**src/design/lncc_pkg.sv**
```systemverilog
// Package for the line NCC match score block: widths, payload and command types.
// Used by every module of the block; depends on nothing.
package lncc_pkg;

   localparam int MAX_LINE_LEN = 32;
   localparam int CNT_W = $clog2(MAX_LINE_LEN + 1);
   localparam int SUM_W = $clog2(MAX_LINE_LEN * 255 + 1);
   localparam int SQ_W = $clog2(MAX_LINE_LEN * 65025 + 1);
   localparam int V_W = CNT_W + SQ_W;
   localparam int FRAC_W = 16;
   localparam int DIV_STEPS = FRAC_W;
   localparam int STEP_W = $clog2(DIV_STEPS);

   typedef struct packed {
      logic [7:0] template_pixel;
      logic [7:0] image_pixel;
      logic outside_image;
      logic is_last;
   } req_payload_type;

   typedef struct packed {
      logic signed [15:0] match_score;
      logic score_zeroed;
   } rsp_payload_type;

   typedef struct packed {
      logic acc_en;
      logic clear;
      logic prod_en;
      logic var_en;
      logic prep_en;
      logic div_step;
      logic load_out;
   } dp_cmd_type;

endpackage

```
**src/design/lncc_ctrl.sv**
```systemverilog
// Controller for the line NCC block: sequences accumulate, products, divide, output.
// Depends on lncc_pkg.
module lncc_ctrl (
   input  logic clock,
   input  logic reset,
   input  logic req_valid,
   input  logic req_is_last,
   output logic req_ready,
   output logic rsp_valid,
   input  logic rsp_ready,
   output lncc_pkg::dp_cmd_type cmd
);

   typedef enum logic [2:0] {
      ST_IDLE,
      ST_PROD,
      ST_VAR,
      ST_PREP,
      ST_DIV,
      ST_FIN
   } state_type;

   state_type state_ff, state_in;
   logic [lncc_pkg::STEP_W-1:0] step_ff, step_in;
   logic rsp_valid_ff, rsp_valid_in;
   logic req_beat;
   logic out_free;

   assign req_ready = (state_ff == ST_IDLE);
   assign req_beat = req_valid && req_ready;
   assign rsp_valid = rsp_valid_ff;
   assign out_free = !rsp_valid_ff || rsp_ready;

   always_comb begin
      state_in = state_ff;
      step_in = step_ff;
      rsp_valid_in = rsp_valid_ff && !rsp_ready;
      cmd = '0;
      case (state_ff)
         ST_IDLE: begin
            cmd.acc_en = req_beat;
            if (req_beat && req_is_last) begin
               state_in = ST_PROD;
            end
         end
         ST_PROD: begin
            cmd.prod_en = 1'b1;
            state_in = ST_VAR;
         end
         ST_VAR: begin
            cmd.var_en = 1'b1;
            state_in = ST_PREP;
         end
         ST_PREP: begin
            cmd.prep_en = 1'b1;
            step_in = '0;
            state_in = ST_DIV;
         end
         ST_DIV: begin
            cmd.div_step = 1'b1;
            step_in = step_ff + 1'b1;
            if (step_ff == lncc_pkg::STEP_W'(lncc_pkg::DIV_STEPS - 1)) begin
               state_in = ST_FIN;
            end
         end
         ST_FIN: begin
            if (out_free) begin
               cmd.load_out = 1'b1;
               cmd.clear = 1'b1;
               rsp_valid_in = 1'b1;
               state_in = ST_IDLE;
            end
         end
         default: begin
            state_in = ST_IDLE;
         end
      endcase
   end

   always_ff @(posedge clock) begin
      if (reset) begin
         state_ff <= ST_IDLE;
         step_ff <= '0;
         rsp_valid_ff <= 1'b0;
      end else begin
         state_ff <= state_in;
         step_ff <= step_in;
         rsp_valid_ff <= rsp_valid_in;
      end
   end

endmodule

```
**src/design/lncc_datapath.sv**
```systemverilog
// Datapath for the line NCC block: line sums, variance terms, restoring divider.
// Depends on lncc_pkg; driven by lncc_ctrl commands.
module lncc_datapath (
   input  logic clock,
   input  logic reset,
   input  lncc_pkg::dp_cmd_type cmd,
   input  lncc_pkg::req_payload_type req_data,
   output lncc_pkg::rsp_payload_type rsp_data
);

   localparam int CW = lncc_pkg::CNT_W;
   localparam int SW = lncc_pkg::SUM_W;
   localparam int QW = lncc_pkg::SQ_W;
   localparam int VW = lncc_pkg::V_W;
   localparam int FW = lncc_pkg::FRAC_W;

   logic [CW-1:0] cnt_ff;
   logic [SW-1:0] sa_ff, sb_ff;
   logic [QW-1:0] sa2_ff, sb2_ff, sab_ff;
   logic oob_ff;

   logic [VW-1:0] p_na2_ff, p_nb2_ff, p_nab_ff;
   logic [VW-1:0] p_a2_ff, p_b2_ff, p_ab_ff;
   logic [VW-1:0] va_ff, vb_ff;
   logic signed [VW:0] c_ff;

   logic [VW+1:0] rem_ff, rem_in;
   logic [VW:0] den_ff;
   logic [FW-1:0] quot_ff;
   logic neg_ff, zero_ff;
   lncc_pkg::rsp_payload_type out_ff;

   logic [VW-1:0] vmax, mag;
   logic [VW+FW:0] num;
   logic [VW+1:0] trial;
   logic take;
   logic [FW-1:0] pos_q, neg_q;

   always_ff @(posedge clock) begin
      if (reset || cmd.clear) begin
         cnt_ff <= '0;
         sa_ff <= '0;
         sb_ff <= '0;
         sa2_ff <= '0;
         sb2_ff <= '0;
         sab_ff <= '0;
         oob_ff <= 1'b0;
      end else if (cmd.acc_en) begin
         oob_ff <= oob_ff | req_data.outside_image;
         if (cnt_ff < CW'(lncc_pkg::MAX_LINE_LEN)) begin
            cnt_ff <= cnt_ff + 1'b1;
            sa_ff <= sa_ff + SW'(req_data.template_pixel);
            sb_ff <= sb_ff + SW'(req_data.image_pixel);
            sa2_ff <= sa2_ff + QW'(req_data.template_pixel) * QW'(req_data.template_pixel);
            sb2_ff <= sb2_ff + QW'(req_data.image_pixel) * QW'(req_data.image_pixel);
            sab_ff <= sab_ff + QW'(req_data.template_pixel) * QW'(req_data.image_pixel);
         end
      end
   end

   always_ff @(posedge clock) begin
      if (cmd.prod_en) begin
         p_na2_ff <= VW'(cnt_ff) * VW'(sa2_ff);
         p_nb2_ff <= VW'(cnt_ff) * VW'(sb2_ff);
         p_nab_ff <= VW'(cnt_ff) * VW'(sab_ff);
         p_a2_ff <= VW'(sa_ff) * VW'(sa_ff);
         p_b2_ff <= VW'(sb_ff) * VW'(sb_ff);
         p_ab_ff <= VW'(sa_ff) * VW'(sb_ff);
      end
      if (cmd.var_en) begin
         va_ff <= p_na2_ff - p_a2_ff;
         vb_ff <= p_nb2_ff - p_b2_ff;
         c_ff <= $signed({1'b0, p_nab_ff}) - $signed({1'b0, p_ab_ff});
      end
   end

   // numerator is |C| * 2^16 + vmax, divisor 2 * vmax; quotient stays below 2^16
   assign vmax = (va_ff > vb_ff) ? va_ff : vb_ff;
   assign mag = c_ff[VW] ? VW'(-c_ff) : VW'(c_ff);
   assign num = {1'b0, mag, {FW{1'b0}}} + (VW + FW + 1)'(vmax);
   assign trial = {rem_ff[VW:0], quot_ff[FW-1]};
   assign take = trial >= (VW + 2)'(den_ff);
   assign rem_in = take ? trial - (VW + 2)'(den_ff) : trial;

   always_ff @(posedge clock) begin
      if (cmd.prep_en) begin
         rem_ff <= (VW + 2)'(num[VW+FW:FW]);
         quot_ff <= num[FW-1:0];
         den_ff <= {vmax, 1'b0};
         neg_ff <= c_ff[VW];
         zero_ff <= oob_ff || (va_ff == '0) || (vb_ff == '0);
      end else if (cmd.div_step) begin
         rem_ff <= rem_in;
         quot_ff <= {quot_ff[FW-2:0], take};
      end
   end

   // clamp to +32767 / -32768
   assign pos_q = quot_ff[FW-1] ? {1'b0, {(FW - 1){1'b1}}} : quot_ff;
   assign neg_q = quot_ff[FW-1] ? {1'b1, {(FW - 1){1'b0}}} : FW'(-quot_ff);

   always_ff @(posedge clock) begin
      if (cmd.load_out) begin
         out_ff.score_zeroed <= zero_ff;
         if (zero_ff) begin
            out_ff.match_score <= '0;
         end else if (neg_ff) begin
            out_ff.match_score <= $signed(neg_q);
         end else begin
            out_ff.match_score <= $signed(pos_q);
         end
      end
   end

   assign rsp_data = out_ff;

endmodule

```
**src/design/line_ncc_match_score_top.sv**
```systemverilog
// After the beat that carries is_last, the block steps through products,
// variance terms, prep, the 16-step divider and output load before rsp_valid.
// One pixel pair per cycle within a line; no new pairs are taken from the
// is_last beat until the result is loaded. A result waits in the output register.
// Reset (synchronous, active high) clears the line sums and drops rsp_valid.
module line_ncc_match_score_top (
   input  logic clock,
   input  logic reset,
   input  logic req_valid,
   output logic req_ready,
   input  lncc_pkg::req_payload_type req_data,
   output logic rsp_valid,
   input  logic rsp_ready,
   output lncc_pkg::rsp_payload_type rsp_data
);

   lncc_pkg::dp_cmd_type cmd;

   lncc_ctrl u_ctrl (
      .clock(clock),
      .reset(reset),
      .req_valid(req_valid),
      .req_is_last(req_data.is_last),
      .req_ready(req_ready),
      .rsp_valid(rsp_valid),
      .rsp_ready(rsp_ready),
      .cmd(cmd)
   );

   lncc_datapath u_datapath (
      .clock(clock),
      .reset(reset),
      .cmd(cmd),
      .req_data(req_data),
      .rsp_data(rsp_data)
   );

endmodule

```
**config.mk**
```make
export PLATFORM = sky130hd
export DESIGN_NAME = line_ncc_match_score_top
export DESIGN_NICKNAME = d
export VERILOG_FILES = /design/src/design/lncc_pkg.sv /design/src/design/lncc_ctrl.sv /design/src/design/lncc_datapath.sv /design/src/design/line_ncc_match_score_top.sv
export SDC_FILE = /design/constraint.sdc
export NUM_CORES = 2
export LEC_CHECK = 0
export BUFFER_PORTS_ARGS = -buffer_cell sky130_fd_sc_hd__buf_2
export CAP_MARGIN = 0
export CORE_ASPECT_RATIO = 1.4
export CORE_MARGIN = 2
export CORE_UTILIZATION = 45
export CTS_BUF_LIST = sky130_fd_sc_hd__clkbuf_16
export DETAILED_ROUTE_END_ITERATION = 8
export PLACE_DENSITY_LB_ADDON = 0.2
export SKIP_CTS_REPAIR_TIMING = 1
export SLEW_MARGIN = 30
export SYNTH_ARGS = -nofsm -noshare
export SYNTH_HDL_FRONTEND = slang
export SYNTH_SLANG_ARGS = --single-unit
```
**constraint.sdc**
```tcl
create_clock -name clock -period 31.1 [get_ports clock]
set_clock_uncertainty 0.1 [all_clocks]
set_input_delay 0 -clock clock [delete_from_list [all_inputs] [get_ports clock]]
set_output_delay 0 -clock clock [all_outputs]
set_load 0.02 [all_outputs]
```
==> impl_metrics.tcl <==
set metrics [dict create \
    grt_overflow_total 0 \
    clock_insertion_delay_worst_skew_ns 0.64 \
    failed_checks "design-rule violations" \
    leakage_power_total_nw 28.7 \
    detail_route.first_pass.iterations 8 \
    required_ns 31.44 \
    ir_worst_vdd_v 0.0000409 \
    synth_area_leader_cell "fa_1" \
    grt_pass1_wl_mm 233 \
    worstMarginPinSlew_ns 0.953 \
    synth-edff-count 329 \
    post_drt_via_cell_ratio 5.35 \
    finalCritPeriodShare 0.210 \
    synth_cells 6292 \
    worstHoldPathType "input port to register" \
    slew_viol_final 0 \
    synth.lib_cells_used.distinct 78 \
    synth.area.top_cells "fa_1, edfxtp_1, ha_1" \
    clock_tree.htree_level_count 2 \
    worstSetupStartpointType "register" \
    dr_total_vias 42200 \
    finish.net_count 7515 \
    final_setup_vio_count 0 \
    globalRouteTotalUtil 0.231 \
    initial_standard_cell_utilization_of_the_core 0.453 \
    cts_tree "built" \
    syn_area_um2 56300 \
    preCtsSetupSlack_ns 24.56 \
    io-pin-count 41 \
    post-route-min-period_ns 6.54 \
    antenna_found_initial 5 \
    cap_violations 0 \
    cp_max_fo 25 \
    worst_hold_slack_ns 0.0132 \
    final_layout_setup_total_negative_slack_ns 0 \
    num_antenna_cells 0 \
    areaGrowthSynthToFinish_pct 6.20 \
    root_buffer "clkbuf_16" \
    maximum_achievable_frequency_mhz 153 \
    net_count_of_the_mapped_netlist 7589 \
    seq_area_frac_synth 0.213 \
    gp_congestion 0.921 \
    clock_transition_at_the_registers_of_the_reported_paths_ns 0.07 \
    power-per-cell-area_nw_per_um2 39.6 \
    maxSlewHeadroom 0.365 \
    grt_pass1_vias 43600 \
    postSynth.asyncResetShare 0 \
    drc_errors 8 \
    yosysMostFrequentCell "inv_1" \
    fp.dieH_um 422 \
    final_critical_path_setup_slack_ns 24.56 \
    ctsLongestPathBuffers 3 \
    detail_route.iter0.violations 2138 \
    layout_cell_share_with_drive_strength_beyond_1 0.0374 \
    detail_route.wl_per_cell_um 18.2 \
    fp-row-count 153 \
    antenna_violating_nets_post_route 0 \
    port-buffer-count 40 \
    wl_mm 144 \
    timing_worst_setup_path_type "register to register" \
    postSynthAreaPerCell_um2 8.94 \
    die_w_um 303 \
    yosysTopAreaCellShare 0.240 \
    cts_made_buffers 48 \
    hold_violations 0 \
    hpwl_mm 116 \
    grt_setup_unrepaired "no" \
    synth.top_cells.by_count "inv_1, nand2_1, fa_1" \
    timing.critical_path.arrival_ns 6.88 \
    coreArea_um2 124000 \
    worstSetupEndpointType "register" \
    ys.flop_type "edfxtp_1" \
    ys.warnings.count 0 \
    run_status "finished, violations left" \
    synth_seq_cells 433 \
    grt_max_degree 82 \
    fill_cells 11900 \
    tritoncts_num_sinks 433 \
    design.die.area_um2 128000 \
]
## sequential cells by signal, indices dropped and copies added (netlist names), 6 cells and up
name / flops
u_datapath.p_b2_ff: 25
u_datapath.p_na2_ff: 27
u_datapath.sb_ff: 13
u_datapath.sa_ff: 13
u_datapath.p_nb2_ff: 27
u_datapath.sab_ff: 21
u_datapath.sa2_ff: 21
u_datapath.p_a2_ff: 25
u_datapath.cnt_ff: 6
u_datapath.sb2_ff: 21
u_datapath.vb_ff: 27
u_datapath.p_nab_ff: 27
u_datapath.quot_ff: 16
u_datapath.c_ff: 28
u_datapath.den_ff: 27
u_datapath.p_ab_ff: 26
u_datapath.rem_ff: 28
u_datapath.rsp_data: 17
u_datapath.va_ff: 27
## cell type report
cell class / count / area, µm² / area share
inverter: 1183 / 4440 / 0.0743
clock buffer: 49 / 1230 / 0.0205
clock inverter: 41 / 375 / 0.00628
multi-input combinational: 4455 / 39100 / 0.654
sequential: 433 / 12000 / 0.200
timing repair buffer: 97 / 648 / 0.0108
tap: 1627 / 2040 / 0.0341
## kinds of logic (layout without fill, tap and decap cells)
kind of cell | after synthesis | count (layout) | share of synthesized area
adder cells (fa/ha/maj) | 1275 | 1275 | 0.374
multiplexers | 45 | 45 | 0.00836
flip-flops | 433 | 433 | 0.213
AND/OR/NAND/NOR | 1898 | 1898 | 0.158
other | 1 | 1 | 0.0000667
buffers and inverters | 1404 | 1370 | 0.0940
XOR/XNOR | 310 | 310 | 0.0483
AO/OA/AOI/OAI | 926 | 926 | 0.105
## metal layers
metal / up-vias / global-route usage / routed length, µm
li1: 20200 / - / -
met5: - / 0 / 0
met1: 20900 / 0.280 / 59000
met4: 0 / 0.0864 / 6270
met2: 776 / 0.420 / 74000
met3: 226 / 0.0193 / 4400
## report_power, final
group	leakage, nW	total, W	internal, W	switching, W
sequential	3.93	0.000770	0.000686	0.0000832
combinational	24.0	0.00101	0.000423	0.000592
clock	0.791	0.000582	0.000317	0.000265
total	28.7	0.00237	0.00143	0.000940
## stage by stage
step	instances	cell area, µm²	total power (W)	util
after floorplan	6292	56300	0.00154	-
after global placement	7787	58100	0.00178	0.467
after detailed placement	7787	58100	0.00180	0.467
after CTS	7877	59700	0.00239	0.480
after global routing	7885	59800	0.00256	0.481
final	7885	59800	0.00237	0.481
## path summary, 6_finish.rpt
check	depth (start not counted)	to	start	slack, ns
hold reg to reg	2	u_datapath.sb_ff[0]$_SDFFE_PP0P_	u_datapath.sb_ff[0]$_SDFFE_PP0P_	0.38
setup / recovery	22	u_datapath.p_b2_ff[23]$_DFFE_PP_	u_datapath.sb_ff[9]$_SDFFE_PP0P_	24.56
hold / removal	4	u_datapath.sb_ff[0]$_SDFFE_PP0P_	req_data[2]	0.01
setup reg to reg	22	u_datapath.p_b2_ff[23]$_DFFE_PP_	u_datapath.sb_ff[9]$_SDFFE_PP0P_	24.56
## worst max-delay path: stages (launching register included)
cell and delay [ns]:
dfxtp_1 0.92, inv_1 0.29, nor2_1 0.24, inv_1 0.08
fa_1 0.48, inv_1 0.06, fa_1 0.53, inv_1 0.05
fa_1 0.47, inv_1 0.05, fa_1 0.47, inv_1 0.05
fa_1 0.48, inv_1 0.05, ha_1 0.36, nand2_1 0.07
or2_2 0.27, o31ai_1 0.35, a21oi_1 0.15, a21oi_1 0.30
and2_1 0.19, o21ai_0 0.08, a221oi_1 0.27
## layout by cell type, fill, tap and decap left out, types with 19 or more instances in the layout
| cell type | Yosys | routed |
|---|---|---|
| fa_1 | 675 | 675 |
| nor4_1 | 37 | 37 |
| a21oi_1 | 295 | 294 |
| nand3_1 | 81 | 81 |
| o31ai_1 | 20 | 19 |
| and3_1 | 32 | 32 |
| a211oi_1 | 45 | 45 |
| o211ai_1 | 31 | 31 |
| a31oi_1 | 51 | 51 |
| or3_1 | 47 | 47 |
| ha_1 | 600 | 600 |
| nand2_1 | 859 | 858 |
| and2_1 | 244 | 244 |
| inv_1 | 1179 | 1188 |
| o21ai_0 | 171 | 171 |
| clkbuf_16 | 0 | 49 |
| mux2i_1 | 29 | 29 |
| edfxtp_1 | 329 | 329 |
| dfxtp_1 | 104 | 97 |
| buf_2 | 3 | 40 |
| buf_4 | 0 | 49 |
| xnor2_1 | 237 | 237 |
| xor2_1 | 73 | 73 |
| o21a_1 | 55 | 55 |
| nand4_1 | 24 | 24 |
| nor2b_1 | 54 | 54 |
| nand2b_1 | 43 | 43 |
| nor3_1 | 114 | 114 |
| a21o_1 | 87 | 86 |
| nor2_1 | 284 | 283 |
| o21bai_1 | 33 | 33 |
No activity file was read; power rests on OpenSTA's default activity.
